File: src/rtl/ifd_pkg.sv
// Shared types, widths and constants for the fall detector.
// Used by every module of the block and by its checker; depends on nothing.
`default_nettype none

package ifd_pkg;

  localparam int FRAC_BITS   = 8;
  localparam int AXIS_W      = 16;
  localparam int ABS_W       = AXIS_W + 1;
  localparam int SQ_W        = 32;
  localparam int MAG_W       = SQ_W / 2;
  localparam int S_W         = MAG_W + FRAC_BITS;
  localparam int LEVEL_W     = 16;
  localparam int TIME_W      = 32;
  localparam int CNT_W       = 16;
  localparam int W_W         = 9;
  localparam int W_SHIFT     = 8;
  localparam int W_ONE       = 1 << W_SHIFT;
  localparam int W_ROUND     = 1 << (W_SHIFT - 1);
  localparam int PROD_W      = W_W + S_W;
  localparam int OUT_MAG_W   = 24;
  localparam int NUM_AXES    = 3;
  localparam int AXIS_IDX_W  = $clog2(NUM_AXES);
  localparam int ROOT_STEPS  = SQ_W / 2;
  localparam int ROOT_CNT_W  = $clog2(ROOT_STEPS);
  localparam int FIFO_DEPTH  = 2;
  localparam int FIFO_PTR_W  = (FIFO_DEPTH > 1) ? $clog2(FIFO_DEPTH) : 1;
  localparam int FIFO_CNT_W  = $clog2(FIFO_DEPTH + 1);
  localparam int CFG_IDX_W   = 3;
  localparam int CFG_DATA_W  = 32;

  localparam int IN_FIELDS_W  = 3 * AXIS_W + TIME_W;
  localparam int IN_TDATA_W   = ((IN_FIELDS_W + 7) / 8) * 8;
  localparam int OUT_FIELDS_W = 2 + OUT_MAG_W + 1 + 2 * CNT_W;
  localparam int OUT_TDATA_W  = ((OUT_FIELDS_W + 7) / 8) * 8;
  localparam int OUT_PAD_W    = OUT_TDATA_W - OUT_FIELDS_W;

  localparam logic [W_W-1:0]     RST_EMA_WEIGHT  = W_W'(77);
  localparam logic [LEVEL_W-1:0] RST_FREE_FALL   = LEVEL_W'(500);
  localparam logic [LEVEL_W-1:0] RST_IMPACT      = LEVEL_W'(3000);
  localparam logic [LEVEL_W-1:0] RST_RECOVER     = LEVEL_W'(800);
  localparam logic [LEVEL_W-1:0] RST_STILL_UPPER = LEVEL_W'(1200);
  localparam logic [TIME_W-1:0]  RST_STILL_TIME  = TIME_W'(1000);

  typedef enum logic [1:0] {
    PH_NORMAL    = 2'd0,
    PH_FREE_FALL = 2'd1,
    PH_IMPACT    = 2'd2,
    PH_FALL      = 2'd3
  } phase_t;

  typedef enum logic [CFG_IDX_W-1:0] {
    REG_EMA_WEIGHT  = 3'd0,
    REG_FREE_FALL   = 3'd1,
    REG_IMPACT      = 3'd2,
    REG_RECOVER     = 3'd3,
    REG_STILL_UPPER = 3'd4,
    REG_STILL_TIME  = 3'd5
  } cfg_idx_t;

  typedef struct packed {
    logic [W_W-1:0]     ema_weight;
    logic [LEVEL_W-1:0] free_fall_level;
    logic [LEVEL_W-1:0] impact_level;
    logic [LEVEL_W-1:0] recover_level;
    logic [LEVEL_W-1:0] still_upper_level;
    logic [TIME_W-1:0]  still_time;
  } cfg_t;

  typedef struct packed {
    logic [TIME_W-1:0]        sample_time;
    logic signed [AXIS_W-1:0] accel_z;
    logic signed [AXIS_W-1:0] accel_y;
    logic signed [AXIS_W-1:0] accel_x;
  } in_beat_t;

  typedef struct packed {
    logic [OUT_PAD_W-1:0] pad;
    logic [CNT_W-1:0]     fall_total;
    logic [CNT_W-1:0]     impact_total;
    logic                 state_changed;
    logic [OUT_MAG_W-1:0] filtered_magnitude;
    phase_t               motion_state;
  } out_beat_t;

  typedef struct packed {
    logic [MAG_W-1:0]  mag;
    logic [TIME_W-1:0] stamp;
  } mag_item_t;

  function automatic logic [ABS_W-1:0] abs_axis(input logic [AXIS_W-1:0] v);
    logic [ABS_W-1:0] e;
    e = {v[AXIS_W-1], v};
    return v[AXIS_W-1] ? (~e + ABS_W'(1)) : e;
  endfunction

  function automatic logic [S_W-1:0] level_q(input logic [LEVEL_W-1:0] l);
    return S_W'({l, {FRAC_BITS{1'b0}}});
  endfunction

endpackage

`default_nettype wire

File: src/rtl/ifd_front.sv
// Front part: accepts a sample beat and forms the integer square-root magnitude.
// Uses ifd_pkg; one shared multiplier for the squares, one root bit per cycle.
`default_nettype none

module ifd_front import ifd_pkg::*; (
  input  wire logic                  clk,
  input  wire logic                  rst_n,
  input  wire logic                  in_tvalid,
  output logic                       in_tready,
  input  wire logic [IN_TDATA_W-1:0] in_tdata,
  output logic                       push_valid,
  input  wire logic                  push_ready,
  output mag_item_t                  push_item
);

  typedef enum logic [3:0] {
    F_IDLE = 4'b0001,
    F_SQ   = 4'b0010,
    F_ROOT = 4'b0100,
    F_PUSH = 4'b1000
  } front_state_t;

  front_state_t           state_r, state_nxt;
  logic [AXIS_IDX_W-1:0]  idx_r, idx_nxt;
  logic [ROOT_CNT_W-1:0]  step_r, step_nxt;
  logic [ABS_W-1:0]       abs_r [NUM_AXES];
  logic [TIME_W-1:0]      stamp_r;
  logic [SQ_W-1:0]        n_r, n_nxt;
  logic [SQ_W-1:0]        root_r, root_nxt;
  logic [SQ_W-1:0]        bit_r, bit_nxt;
  logic [SQ_W-1:0]        square;
  logic [SQ_W-1:0]        trial;
  in_beat_t               beat;

  assign beat       = in_beat_t'(in_tdata[IN_FIELDS_W-1:0]);
  assign in_tready  = (state_r == F_IDLE);
  assign push_valid = (state_r == F_PUSH);
  assign push_item  = '{mag: root_r[MAG_W-1:0], stamp: stamp_r};
  assign square     = SQ_W'(abs_r[idx_r] * abs_r[idx_r]);
  assign trial      = root_r + bit_r;

  always_comb begin
    state_nxt = state_r;
    idx_nxt   = idx_r;
    step_nxt  = step_r;
    n_nxt     = n_r;
    root_nxt  = root_r;
    bit_nxt   = bit_r;
    unique case (state_r)
      F_IDLE: begin
        if (in_tvalid) begin
          state_nxt = F_SQ;
          idx_nxt   = '0;
          n_nxt     = '0;
        end
      end
      F_SQ: begin
        n_nxt = n_r + square;
        if (idx_r == AXIS_IDX_W'(NUM_AXES - 1)) begin
          state_nxt = F_ROOT;
          root_nxt  = '0;
          bit_nxt   = SQ_W'(1) << (SQ_W - 2);
          step_nxt  = '0;
        end else begin
          idx_nxt = idx_r + AXIS_IDX_W'(1);
        end
      end
      F_ROOT: begin
        if (n_r >= trial) begin
          n_nxt    = n_r - trial;
          root_nxt = (root_r >> 1) + bit_r;
        end else begin
          root_nxt = root_r >> 1;
        end
        bit_nxt  = bit_r >> 2;
        step_nxt = step_r + ROOT_CNT_W'(1);
        if (step_r == ROOT_CNT_W'(ROOT_STEPS - 1)) begin
          state_nxt = F_PUSH;
        end
      end
      F_PUSH: begin
        if (push_ready) begin
          state_nxt = F_IDLE;
        end
      end
      default: state_nxt = F_IDLE;
    endcase
  end

  always_ff @(posedge clk) begin
    if (!rst_n) begin
      state_r <= F_IDLE;
    end else begin
      state_r <= state_nxt;
    end
  end

  always_ff @(posedge clk) begin
    idx_r  <= idx_nxt;
    step_r <= step_nxt;
    n_r    <= n_nxt;
    root_r <= root_nxt;
    bit_r  <= bit_nxt;
    if (in_tvalid && in_tready) begin
      abs_r[0] <= abs_axis(beat.accel_x);
      abs_r[1] <= abs_axis(beat.accel_y);
      abs_r[2] <= abs_axis(beat.accel_z);
      stamp_r  <= beat.sample_time;
    end
  end

endmodule

`default_nettype wire

File: src/rtl/ifd_fifo.sv
// Short queue of magnitudes and timestamps between the front and back parts.
// Uses ifd_pkg for the entry type and depth.
`default_nettype none

module ifd_fifo import ifd_pkg::*; (
  input  wire logic  clk,
  input  wire logic  rst_n,
  input  wire logic  wr_valid,
  output logic       wr_ready,
  input  mag_item_t  wr_item,
  output logic       rd_valid,
  input  wire logic  rd_ready,
  output mag_item_t  rd_item
);

  mag_item_t             mem_r [FIFO_DEPTH];
  logic [FIFO_PTR_W-1:0] wr_ptr_r, rd_ptr_r;
  logic [FIFO_CNT_W-1:0] count_r;
  logic                  do_wr, do_rd;

  assign wr_ready = (count_r != FIFO_CNT_W'(FIFO_DEPTH));
  assign rd_valid = (count_r != '0);
  assign rd_item  = mem_r[rd_ptr_r];
  assign do_wr    = wr_valid && wr_ready;
  assign do_rd    = rd_valid && rd_ready;

  function automatic logic [FIFO_PTR_W-1:0] ptr_inc(input logic [FIFO_PTR_W-1:0] p);
    return (p == FIFO_PTR_W'(FIFO_DEPTH - 1)) ? '0 : p + FIFO_PTR_W'(1);
  endfunction

  always_ff @(posedge clk) begin
    if (!rst_n) begin
      wr_ptr_r <= '0;
      rd_ptr_r <= '0;
      count_r  <= '0;
    end else begin
      if (do_wr) begin
        wr_ptr_r <= ptr_inc(wr_ptr_r);
      end
      if (do_rd) begin
        rd_ptr_r <= ptr_inc(rd_ptr_r);
      end
      if (do_wr && !do_rd) begin
        count_r <= count_r + FIFO_CNT_W'(1);
      end else if (do_rd && !do_wr) begin
        count_r <= count_r - FIFO_CNT_W'(1);
      end
    end
  end

  always_ff @(posedge clk) begin
    if (do_wr) begin
      mem_r[wr_ptr_r] <= wr_item;
    end
  end

endmodule

`default_nettype wire

File: src/rtl/ifd_back.sv
// Back part: exponential average of the magnitude, motion state machine,
// event counters and the result register. Uses ifd_pkg.
`default_nettype none

module ifd_back import ifd_pkg::*; (
  input  wire logic                   clk,
  input  wire logic                   rst_n,
  input  cfg_t                        cfg,
  input  wire logic                   rd_valid,
  output logic                        rd_ready,
  input  mag_item_t                   rd_item,
  output logic                        out_tvalid,
  input  wire logic                   out_tready,
  output logic [OUT_TDATA_W-1:0]      out_tdata
);

  typedef enum logic [4:0] {
    B_IDLE   = 5'b00001,
    B_MULA   = 5'b00010,
    B_MULB   = 5'b00100,
    B_SUM    = 5'b01000,
    B_DECIDE = 5'b10000
  } back_state_t;

  back_state_t         state_r, state_nxt;
  logic [MAG_W-1:0]    mag_r;
  logic [TIME_W-1:0]   stamp_r;
  logic [W_W-1:0]      w_r;
  logic [PROD_W-1:0]   prod_a_r, prod_b_r;
  logic [PROD_W:0]     sum;
  logic [S_W-1:0]      magq;
  logic [S_W-1:0]      s_r;
  logic                primed_r;
  phase_t              phase_r, phase_nxt;
  logic [TIME_W-1:0]   start_r, start_nxt;
  logic [CNT_W-1:0]    impacts_r, impacts_nxt;
  logic [CNT_W-1:0]    falls_r, falls_nxt;
  logic [TIME_W-1:0]   elapsed;
  logic                out_valid_r;
  out_beat_t           out_data_r;
  logic                commit;

  assign rd_ready   = (state_r == B_IDLE);
  assign out_tvalid = out_valid_r;
  assign out_tdata  = out_data_r;
  assign magq       = {mag_r, {FRAC_BITS{1'b0}}};
  assign sum        = (PROD_W + 1)'(prod_a_r) + (PROD_W + 1)'(prod_b_r)
                      + (PROD_W + 1)'(W_ROUND);
  assign elapsed    = stamp_r - start_r;
  assign commit     = (state_r == B_DECIDE) && (!out_valid_r || out_tready);

  always_comb begin
    state_nxt = state_r;
    unique case (state_r)
      B_IDLE:   if (rd_valid) state_nxt = B_MULA;
      B_MULA:   state_nxt = B_MULB;
      B_MULB:   state_nxt = B_SUM;
      B_SUM:    state_nxt = B_DECIDE;
      B_DECIDE: if (commit) state_nxt = B_IDLE;
      default:  state_nxt = B_IDLE;
    endcase
  end

  always_comb begin
    phase_nxt   = phase_r;
    start_nxt   = start_r;
    impacts_nxt = impacts_r;
    falls_nxt   = falls_r;
    case (phase_r)
      PH_NORMAL: begin
        if (s_r < level_q(cfg.free_fall_level)) begin
          phase_nxt = PH_FREE_FALL;
          start_nxt = stamp_r;
        end
      end
      PH_FREE_FALL: begin
        if (s_r > level_q(cfg.impact_level)) begin
          phase_nxt   = PH_IMPACT;
          start_nxt   = stamp_r;
          impacts_nxt = impacts_r + CNT_W'(1);
        end else if (s_r > level_q(cfg.recover_level)) begin
          phase_nxt = PH_NORMAL;
        end
      end
      PH_IMPACT: begin
        if (elapsed > cfg.still_time) begin
          if (s_r < level_q(cfg.still_upper_level) && s_r > level_q(cfg.recover_level)) begin
            phase_nxt = PH_FALL;
            falls_nxt = falls_r + CNT_W'(1);
          end else begin
            phase_nxt = PH_NORMAL;
          end
        end
      end
      default: phase_nxt = phase_r;
    endcase
  end

  always_ff @(posedge clk) begin
    if (!rst_n) begin
      state_r     <= B_IDLE;
      primed_r    <= 1'b0;
      s_r         <= '0;
      phase_r     <= PH_NORMAL;
      start_r     <= '0;
      impacts_r   <= '0;
      falls_r     <= '0;
      out_valid_r <= 1'b0;
    end else begin
      state_r <= state_nxt;
      if (state_r == B_SUM) begin
        s_r      <= primed_r ? S_W'(sum >> W_SHIFT) : magq;
        primed_r <= 1'b1;
      end
      if (commit) begin
        phase_r     <= phase_nxt;
        start_r     <= start_nxt;
        impacts_r   <= impacts_nxt;
        falls_r     <= falls_nxt;
        out_valid_r <= 1'b1;
      end else if (out_tready) begin
        out_valid_r <= 1'b0;
      end
    end
  end

  always_ff @(posedge clk) begin
    if (rd_valid && rd_ready) begin
      mag_r   <= rd_item.mag;
      stamp_r <= rd_item.stamp;
      w_r     <= (cfg.ema_weight > W_W'(W_ONE)) ? W_W'(W_ONE) : cfg.ema_weight;
    end
    if (state_r == B_MULA) begin
      prod_a_r <= PROD_W'(w_r * magq);
    end
    if (state_r == B_MULB) begin
      prod_b_r <= PROD_W'((W_W'(W_ONE) - w_r) * s_r);
    end
    if (commit) begin
      out_data_r.pad                <= '0;
      out_data_r.fall_total         <= falls_nxt;
      out_data_r.impact_total       <= impacts_nxt;
      out_data_r.state_changed      <= (phase_nxt != phase_r);
      out_data_r.filtered_magnitude <= OUT_MAG_W'(s_r);
      out_data_r.motion_state       <= phase_nxt;
    end
  end

endmodule

`default_nettype wire

File: src/rtl/imu_fall_detector.sv
// Each accepted beat is squared and summed axis by axis, its root is formed one bit
// per step, it is pushed into the queue, and the back part multiplies twice, sums and
// decides. The bit-serial root limits the rate: the front takes no new sample until
// it has pushed the last, and the back part none until its result is registered.
// Reset (rst_n low, synchronous) returns the state to normal, clears counters
// and the average, and reloads the configuration registers with their defaults.
`default_nettype none

module imu_fall_detector import ifd_pkg::*; (
  input  wire logic                   clk,
  input  wire logic                   rst_n,
  // tdata: accel_x[15:0], accel_y[31:16], accel_z[47:32], sample_time[79:48]
  input  wire logic                   in_tvalid,
  output logic                        in_tready,
  input  wire logic [IN_TDATA_W-1:0]  in_tdata,
  // tdata: motion_state[1:0], filtered_magnitude[25:2], state_changed[26],
  //        impact_total[42:27], fall_total[58:43], zeros above
  output logic                        out_tvalid,
  input  wire logic                   out_tready,
  output logic [OUT_TDATA_W-1:0]      out_tdata,
  input  wire logic                   cfg_valid,
  output logic                        cfg_ready,
  input  wire logic [CFG_IDX_W-1:0]   cfg_index,
  input  wire logic [CFG_DATA_W-1:0]  cfg_data
);

  cfg_t      cfg_r;
  logic      push_valid, push_ready;
  mag_item_t push_item;
  logic      q_valid, q_ready;
  mag_item_t q_item;

  assign cfg_ready = 1'b1;

  always_ff @(posedge clk) begin
    if (!rst_n) begin
      cfg_r.ema_weight        <= RST_EMA_WEIGHT;
      cfg_r.free_fall_level   <= RST_FREE_FALL;
      cfg_r.impact_level      <= RST_IMPACT;
      cfg_r.recover_level     <= RST_RECOVER;
      cfg_r.still_upper_level <= RST_STILL_UPPER;
      cfg_r.still_time        <= RST_STILL_TIME;
    end else if (cfg_valid && cfg_ready) begin
      unique case (cfg_idx_t'(cfg_index))
        REG_EMA_WEIGHT:  cfg_r.ema_weight        <= cfg_data[W_W-1:0];
        REG_FREE_FALL:   cfg_r.free_fall_level   <= cfg_data[LEVEL_W-1:0];
        REG_IMPACT:      cfg_r.impact_level      <= cfg_data[LEVEL_W-1:0];
        REG_RECOVER:     cfg_r.recover_level     <= cfg_data[LEVEL_W-1:0];
        REG_STILL_UPPER: cfg_r.still_upper_level <= cfg_data[LEVEL_W-1:0];
        REG_STILL_TIME:  cfg_r.still_time        <= cfg_data[TIME_W-1:0];
        default: ;
      endcase
    end
  end

  ifd_front u_front (
    .clk        (clk),
    .rst_n      (rst_n),
    .in_tvalid  (in_tvalid),
    .in_tready  (in_tready),
    .in_tdata   (in_tdata),
    .push_valid (push_valid),
    .push_ready (push_ready),
    .push_item  (push_item)
  );

  ifd_fifo u_fifo (
    .clk      (clk),
    .rst_n    (rst_n),
    .wr_valid (push_valid),
    .wr_ready (push_ready),
    .wr_item  (push_item),
    .rd_valid (q_valid),
    .rd_ready (q_ready),
    .rd_item  (q_item)
  );

  ifd_back u_back (
    .clk        (clk),
    .rst_n      (rst_n),
    .cfg        (cfg_r),
    .rd_valid   (q_valid),
    .rd_ready   (q_ready),
    .rd_item    (q_item),
    .out_tvalid (out_tvalid),
    .out_tready (out_tready),
    .out_tdata  (out_tdata)
  );

endmodule

`default_nettype wire

File: config.mk
export PLATFORM = sky130hd
export DESIGN_NAME = imu_fall_detector
export DESIGN_NICKNAME = d
export VERILOG_FILES = /design/src/rtl/ifd_pkg.sv /design/src/rtl/ifd_front.sv /design/src/rtl/ifd_fifo.sv /design/src/rtl/ifd_back.sv /design/src/rtl/imu_fall_detector.sv
export SDC_FILE = /design/constraint.sdc
export NUM_CORES = 2
export LEC_CHECK = 0
export BUFFER_PORTS_ARGS = -buffer_cell sky130_fd_sc_hd__buf_4
export CAP_MARGIN = 30
export CORE_MARGIN = 4
export CORE_UTILIZATION = 45
export CTS_BUF_LIST = sky130_fd_sc_hd__clkbuf_4 sky130_fd_sc_hd__clkbuf_8 sky130_fd_sc_hd__clkbuf_16
export DETAILED_ROUTE_END_ITERATION = 12
export PLACE_DENSITY = 0.62
export SLEW_MARGIN = 20
export SYNTH_ARGS = -nofsm -noshare
export SYNTH_HDL_FRONTEND = slang
export SYNTH_SLANG_ARGS = --single-unit
File: constraint.sdc
create_clock -name clk -period 24.7 [get_ports clk]
set_clock_uncertainty 0.05 [all_clocks]
set_input_delay 1.235 -clock clk [delete_from_list [all_inputs] [get_ports clk]]
set_output_delay 1.235 -clock clk [all_outputs]
set_load 0.01 [all_outputs]
After elaboration in Yosys (flattened, before gate mapping)
Memory sizes are Yosys's and may differ from the RTL's. A register that Yosys moved wholly into a read port is not among the register bits.
Cells that the tools add are included.
- flip-flop bits (word level): 468
- RAM bits: 147
- output and inout bits: 67
- word-level logic and storage cells: 178
- memories kept: 2
- memory list (memory ; words ; bits a word ; rd ports ; clocked after memory_dff ; wr ports ; line ; source):
    u_fifo.mem_r ; 2 ; 48 ; 1 ; 1 ; 1 ; ifd_fifo.sv:16 ; mag_item_t mem_r [FIFO_DEPTH];
    u_front.abs_r ; 3 ; 17 ; 1 ; 1 ; 3 ; ifd_front.sv:26 ; logic [ABS_W-1:0] abs_r [NUM_AXES];
- $add $sub $neg: 19
- multiply operators: 3
- order comparisons: 7
- eq/ne operators: 30
- mux-type cells: 50
- bitwise gates (word level): 3
- reductions and logical operators: 32
- operator list (kind ; count):
    $mux W32 ; 7
    $pmux W32 S2 ; 3
    $add A32 B32 Y32 ; 3
    $pmux W32 S3 ; 1
    $mux W16 ; 5
    $sub A32 B32 Y32 ; 2
    $add A17 B1 Y17 const B ; 3
    $mux W17 ; 3
    $not A17 Y17 ; 3
    $gt A24 B24 Y1 ; 2
    $lt A24 B24 Y1 ; 2
    $mul A33 B24 Y32 ; 1
    $add A16 B1 Y16 const B ; 2
    $add A31 B32 Y32 ; 1
    $add A32 B8 Y32 const B ; 1
    $ge A32 B32 Y1 ; 1
    $gt A32 B32 Y1 ; 1
    $mul A17 B17 Y32 ; 1
    $pmux W5 S5 ; 1
    $mul A9 B16 Y24 ; 1
    $mux W24 ; 1
    $mux W2 ; 10
    $mux W4 ; 5
    $pmux W4 S4 ; 1
    other kinds (38) ; 83

Longest topological paths before layout
- depth after elaboration: 6
- gate-level depth with buffers: 34
- mapped depth without buffers: 30

By module
From an unflattened synthesis, not the netlist that was laid out.
- cell total of the unflattened synthesis: 5449
- area, all modules: 53822.9 µm²
- by module, submodules not included (module ; instances ; cells an instance ; area each (µm²)):
    ifd_back ; 1 ; 2815 ; 26381.6
    ifd_front ; 1 ; 2065 ; 19697.6
    imu_fall_detector ; 1 ; 396 ; 4037.6
    ifd_fifo ; 1 ; 173 ; 3706.1

Least setup slack after synthesis
Ideal clock, no wire load.
- kind: reg-to-reg
- start point: register u_back.w_r[3]
- end point: register u_back.prod_b_r[31], data pin
- setup time: 0.260 ns
- arrival: 8.605 ns
- required time: 24.390 ns
- slack: 15.785 ns
- stages on the path, launching flop included: 31
- path buffers: 3
- path through: edfxtp_1 > clkbuf_1 > or3_1 > or2_2 > nor4_1 > a21boi_0 > clkbuf_1 > nand2_1 > inv_1 > fa_1 > inv_1 > fa_1 > inv_1 > fa_1 > clkbuf_1 > xnor2_1 > xnor2_1 > fa_1 > fa_1 > inv_1 > fa_1 > inv_1 > ha_1 > a21o_1 > a21o_1 > a221o_1 > a31o_2 > a21o_1 > a211o_1 > a21oi_1 > xnor2_1
- longest elaborated chain between the ends: 2
- ends and longest elaborated chain (element ; line ; source):
    start, declared ; ifd_back.sv:28 ; logic [W_W-1:0] w_r;
    start signal, assigned ; ifd_back.sv:131 ; w_r <= (cfg.ema_weight > W_W'(W_ONE)) ? W_W'(W_ONE) : cfg.ema_weight;
    $sub A9 B9 Y10 ; ifd_back.sv:137 ; prod_b_r <= PROD_W'((W_W'(W_ONE) - w_r) * s_r);
    $mul A33 B24 Y32 ; ifd_back.sv:137 ;
    end signal, assigned ; ifd_back.sv:137 ;
    end, declared ; ifd_back.sv:29 ; logic [PROD_W-1:0] prod_a_r, prod_b_r;
No other way between the ends.
A chain may end at the register's enable or synchronous reset.

Final worst setup path
- start point: register u_back.w_r[2]
- end point: register u_back.prod_b_r[31], data pin
The elaborated chain is that of the path after synthesis.

==> results.py <==
metrics = {
    "status": {
        "status": "completed",
    },
    "placed_design": {
        "hpwl_mm": 99.5,
        "place_congestion": 0.893,
        "port_buffers": 180,
    },
    "drt": {
        "drt_iter0_markers": 2337,
        "vias": 39500,
        "wl_mm": 132,
        "ant_nets": 0,
        "routed_via_density": 5.24,
        "routedWlPerCell_um": 17.5,
        "drc": 0,
        "dr.pass1.iters": 5,
    },
    "setup_path": {
        "critPathMaxStageDelay_ps": 830,
        "crit_type": "reg -> reg",
        "crit_family": "adder cells",
        "crit_arrival_ps": 10470,
        "crit_slowest_cell": "xnor2_1",
        "path_buf_inv": 6,
        "cp_common_cell": "fa_1",
        "critPathLaunchType": "register",
        "critPathMaxFanout": 23,
        "critPathCaptureType": "register",
        "crit_required_ps": 25050,
    },
    "floorplanning": {
        "core_sq_um": 124000,
        "dieArea_sq_um": 130000,
        "rows": 129,
        "dieHeight_um": 361,
        "ios": 187,
        "start_util_pct": 45.3,
        "die_x_um": 361,
    },
    "grt": {
        "track_usage_pct": 20.5,
        "grt_pass1_wl_mm": 216,
        "grt_pass1_vias": 40300,
        "grt-ovfl-total": 0,
        "grt_max_degree": 85,
        "antenna_found_initial": 3,
    },
    "sta": {
        "hold_viol_final": 0,
        "worstMarginPinSlew_ps": 1010,
        "period_share_pct": 41.0,
        "grt_setup_unrepaired": "no",
        "slew_viol_final": 0,
        "setup_viol": 0,
        "tns_ps": 0,
        "slew_headroom_pct": 32.7,
        "fin_crit_ps": 10120,
        "fmax_mhz": 98.8,
    },
    "synthesis": {
        "synthTopCellsByCount": "inv_1, nand2_1, fa_1",
        "yosys.area.top_type_share_pct": 23.1,
        "synthCells": 5712,
        "synth_largest_area_cell": "edfxtp_1",
        "synth_cell_types": 84,
        "synth_warnings": 0,
        "ys_ff_latch": 642,
        "netlist_area_sq_um": 56000,
        "syn_avg_cell_area_sq_um": 9.80,
        "synth-seq-area-share_pct": 30.7,
        "synth-main-ff-cell": "edfxtp_1",
        "synth.most_common_cell": "inv_1",
        "synthArstFlopShare_pct": 0,
        "synth_edf_count": 430,
        "ys_top_cells_by_area": "edfxtp_1, fa_1, ha_1",
    },
    "clocking": {
        "clk_pin_slew_worst_paths_ps": 60,
        "numClockSinks": 642,
        "tritoncts": "done",
        "numCtsBuffers": 74,
        "root_buffer": "clkbuf_16",
        "clock_latency_ps": 640,
        "clockBufferDepth": 3,
        "cts-htree-levels": 3,
        "ctsHoldBuffers": 0,
        "post_cts_resized": 0,
        "cts_setup_buffers": 0,
    },
    "finish": {
        "nets": 7003,
        "regArea_sq_um": 17200,
        "multi_input_area_sq_um": 34400,
        "fillCellCount": 11500,
        "diodes": 0,
        "drive_above_1_share_pct": 8.25,
        "area_growth_pct": 10.5,
    },
    "min_path": {
        "hp-class": "reg -> reg",
    },
    "job": {
        "max_cap_violations": 0,
    },
}
==> path summary, 6_finish.rpt <==
check	cells after the start	to	slack (ps)	from
worst max register to register	28	u_back.prod_b_r[31]	14580	u_back.w_r[2]
worst max-delay path	28	u_back.prod_b_r[31]	14580	u_back.w_r[2]
worst min register to register	0	u_fifo.mem_r[1][4]	360	u_front.stamp_r[4]
worst min-delay path	0	u_fifo.mem_r[1][4]	360	u_front.stamp_r[4]
==> kinds of logic after synthesis <==
group | share of synthesized area (%)
buf+inv | 8.16
other cells | 0.0134
mux | 2.19
flops | 30.7
simple gates | 12.8
fa+ha+maj | 31.3
xor+xnor | 5.13
compound gates | 9.74
==> flip-flops by register name, indices dropped and copies added (netlist names), 32 cells and up, named ones only <==
register,cells
u_back.start_r,32
u_front.n_r,32
u_front.root_r,32
u_fifo.mem_r,96
u_front.stamp_r,32
u_back.out_tdata,59
u_back.stamp_r,32
u_front.abs_r,51
cfg_r,105
==> per-layer routing <==
layer | track usage (%) | part of all wire [%] | vias to the layer above
met1 | 27.8 | 45 | 19500
met3 | 3.18 | 4.9 | 211
met4 | 5.92 | 3.0 | 2
li1 | - | - | 18900
met2 | 34.0 | 47 | 835
met5 | 0 | 0.0099 | -
==> placed cells by master (no fill, tap or decap), types with 10 or more instances in the layout <==
cell	synthesis	final
xor2_1	108	108
buf_4	7	241
nor2b_1	53	51
a21oi_1	272	272
a211o_1	10	10
nor3_1	45	43
xnor2_1	220	215
dfxtp_1	212	211
nand3b_1	16	16
clkbuf_4	0	16
o21bai_1	27	27
or3_1	30	30
o211ai_1	38	38
nor4_1	18	17
or4_1	12	12
o21a_1	58	58
o31ai_1	21	21
o21ai_0	155	154
and3_1	62	62
and2_1	191	190
fa_1	591	591
nand2b_1	30	30
a211oi_2	13	12
ha_1	453	453
nor2_1	277	276
a21o_1	78	78
clkinv_2	0	16
mux2i_1	65	65
mux2_2	51	51
inv_1	988	987
nand4_1	32	32
clkbuf_16	0	74
nand2_1	673	672
a211oi_1	26	26
a31oi_1	30	30
nand3_1	64	64
o22ai_1	21	21
clkinv_1	7	13
edfxtp_1	430	430
a31o_2	12	12
==> metrics by stage <==
| stage | cells | utilization (%) | hold slack [ps] | cell area, sq um | setup slack, ps |
|---|---|---|---|---|---|
| floorplan | 5719 | - | 370 | 56000 | 15780 |
| global placement | 7392 | 47.9 | 372 | 59200 | 14680 |
| detailed placement | 7395 | 47.9 | 379 | 59200 | 14560 |
| CTS | 7532 | 49.9 | 356 | 61700 | 14540 |
| global route | 7537 | 50.0 | 379 | 61800 | 13860 |
| finish | 7537 | 50.0 | 364 | 61800 | 14580 |
==> layout make-up <==
class,instances,area share [%]
Multi-Input combinational cell,3877,55.7
Sequential cell,642,27.7
Inverter,995,6.05
Clock buffer,97,3.34
Tap cell,1637,3.31
Timing Repair Buffer,249,3.17
Clock inverter,40,0.718
Power is not shown: default switching activity piles up to over one toggle a cycle in this logic, so the estimate is an artifact.
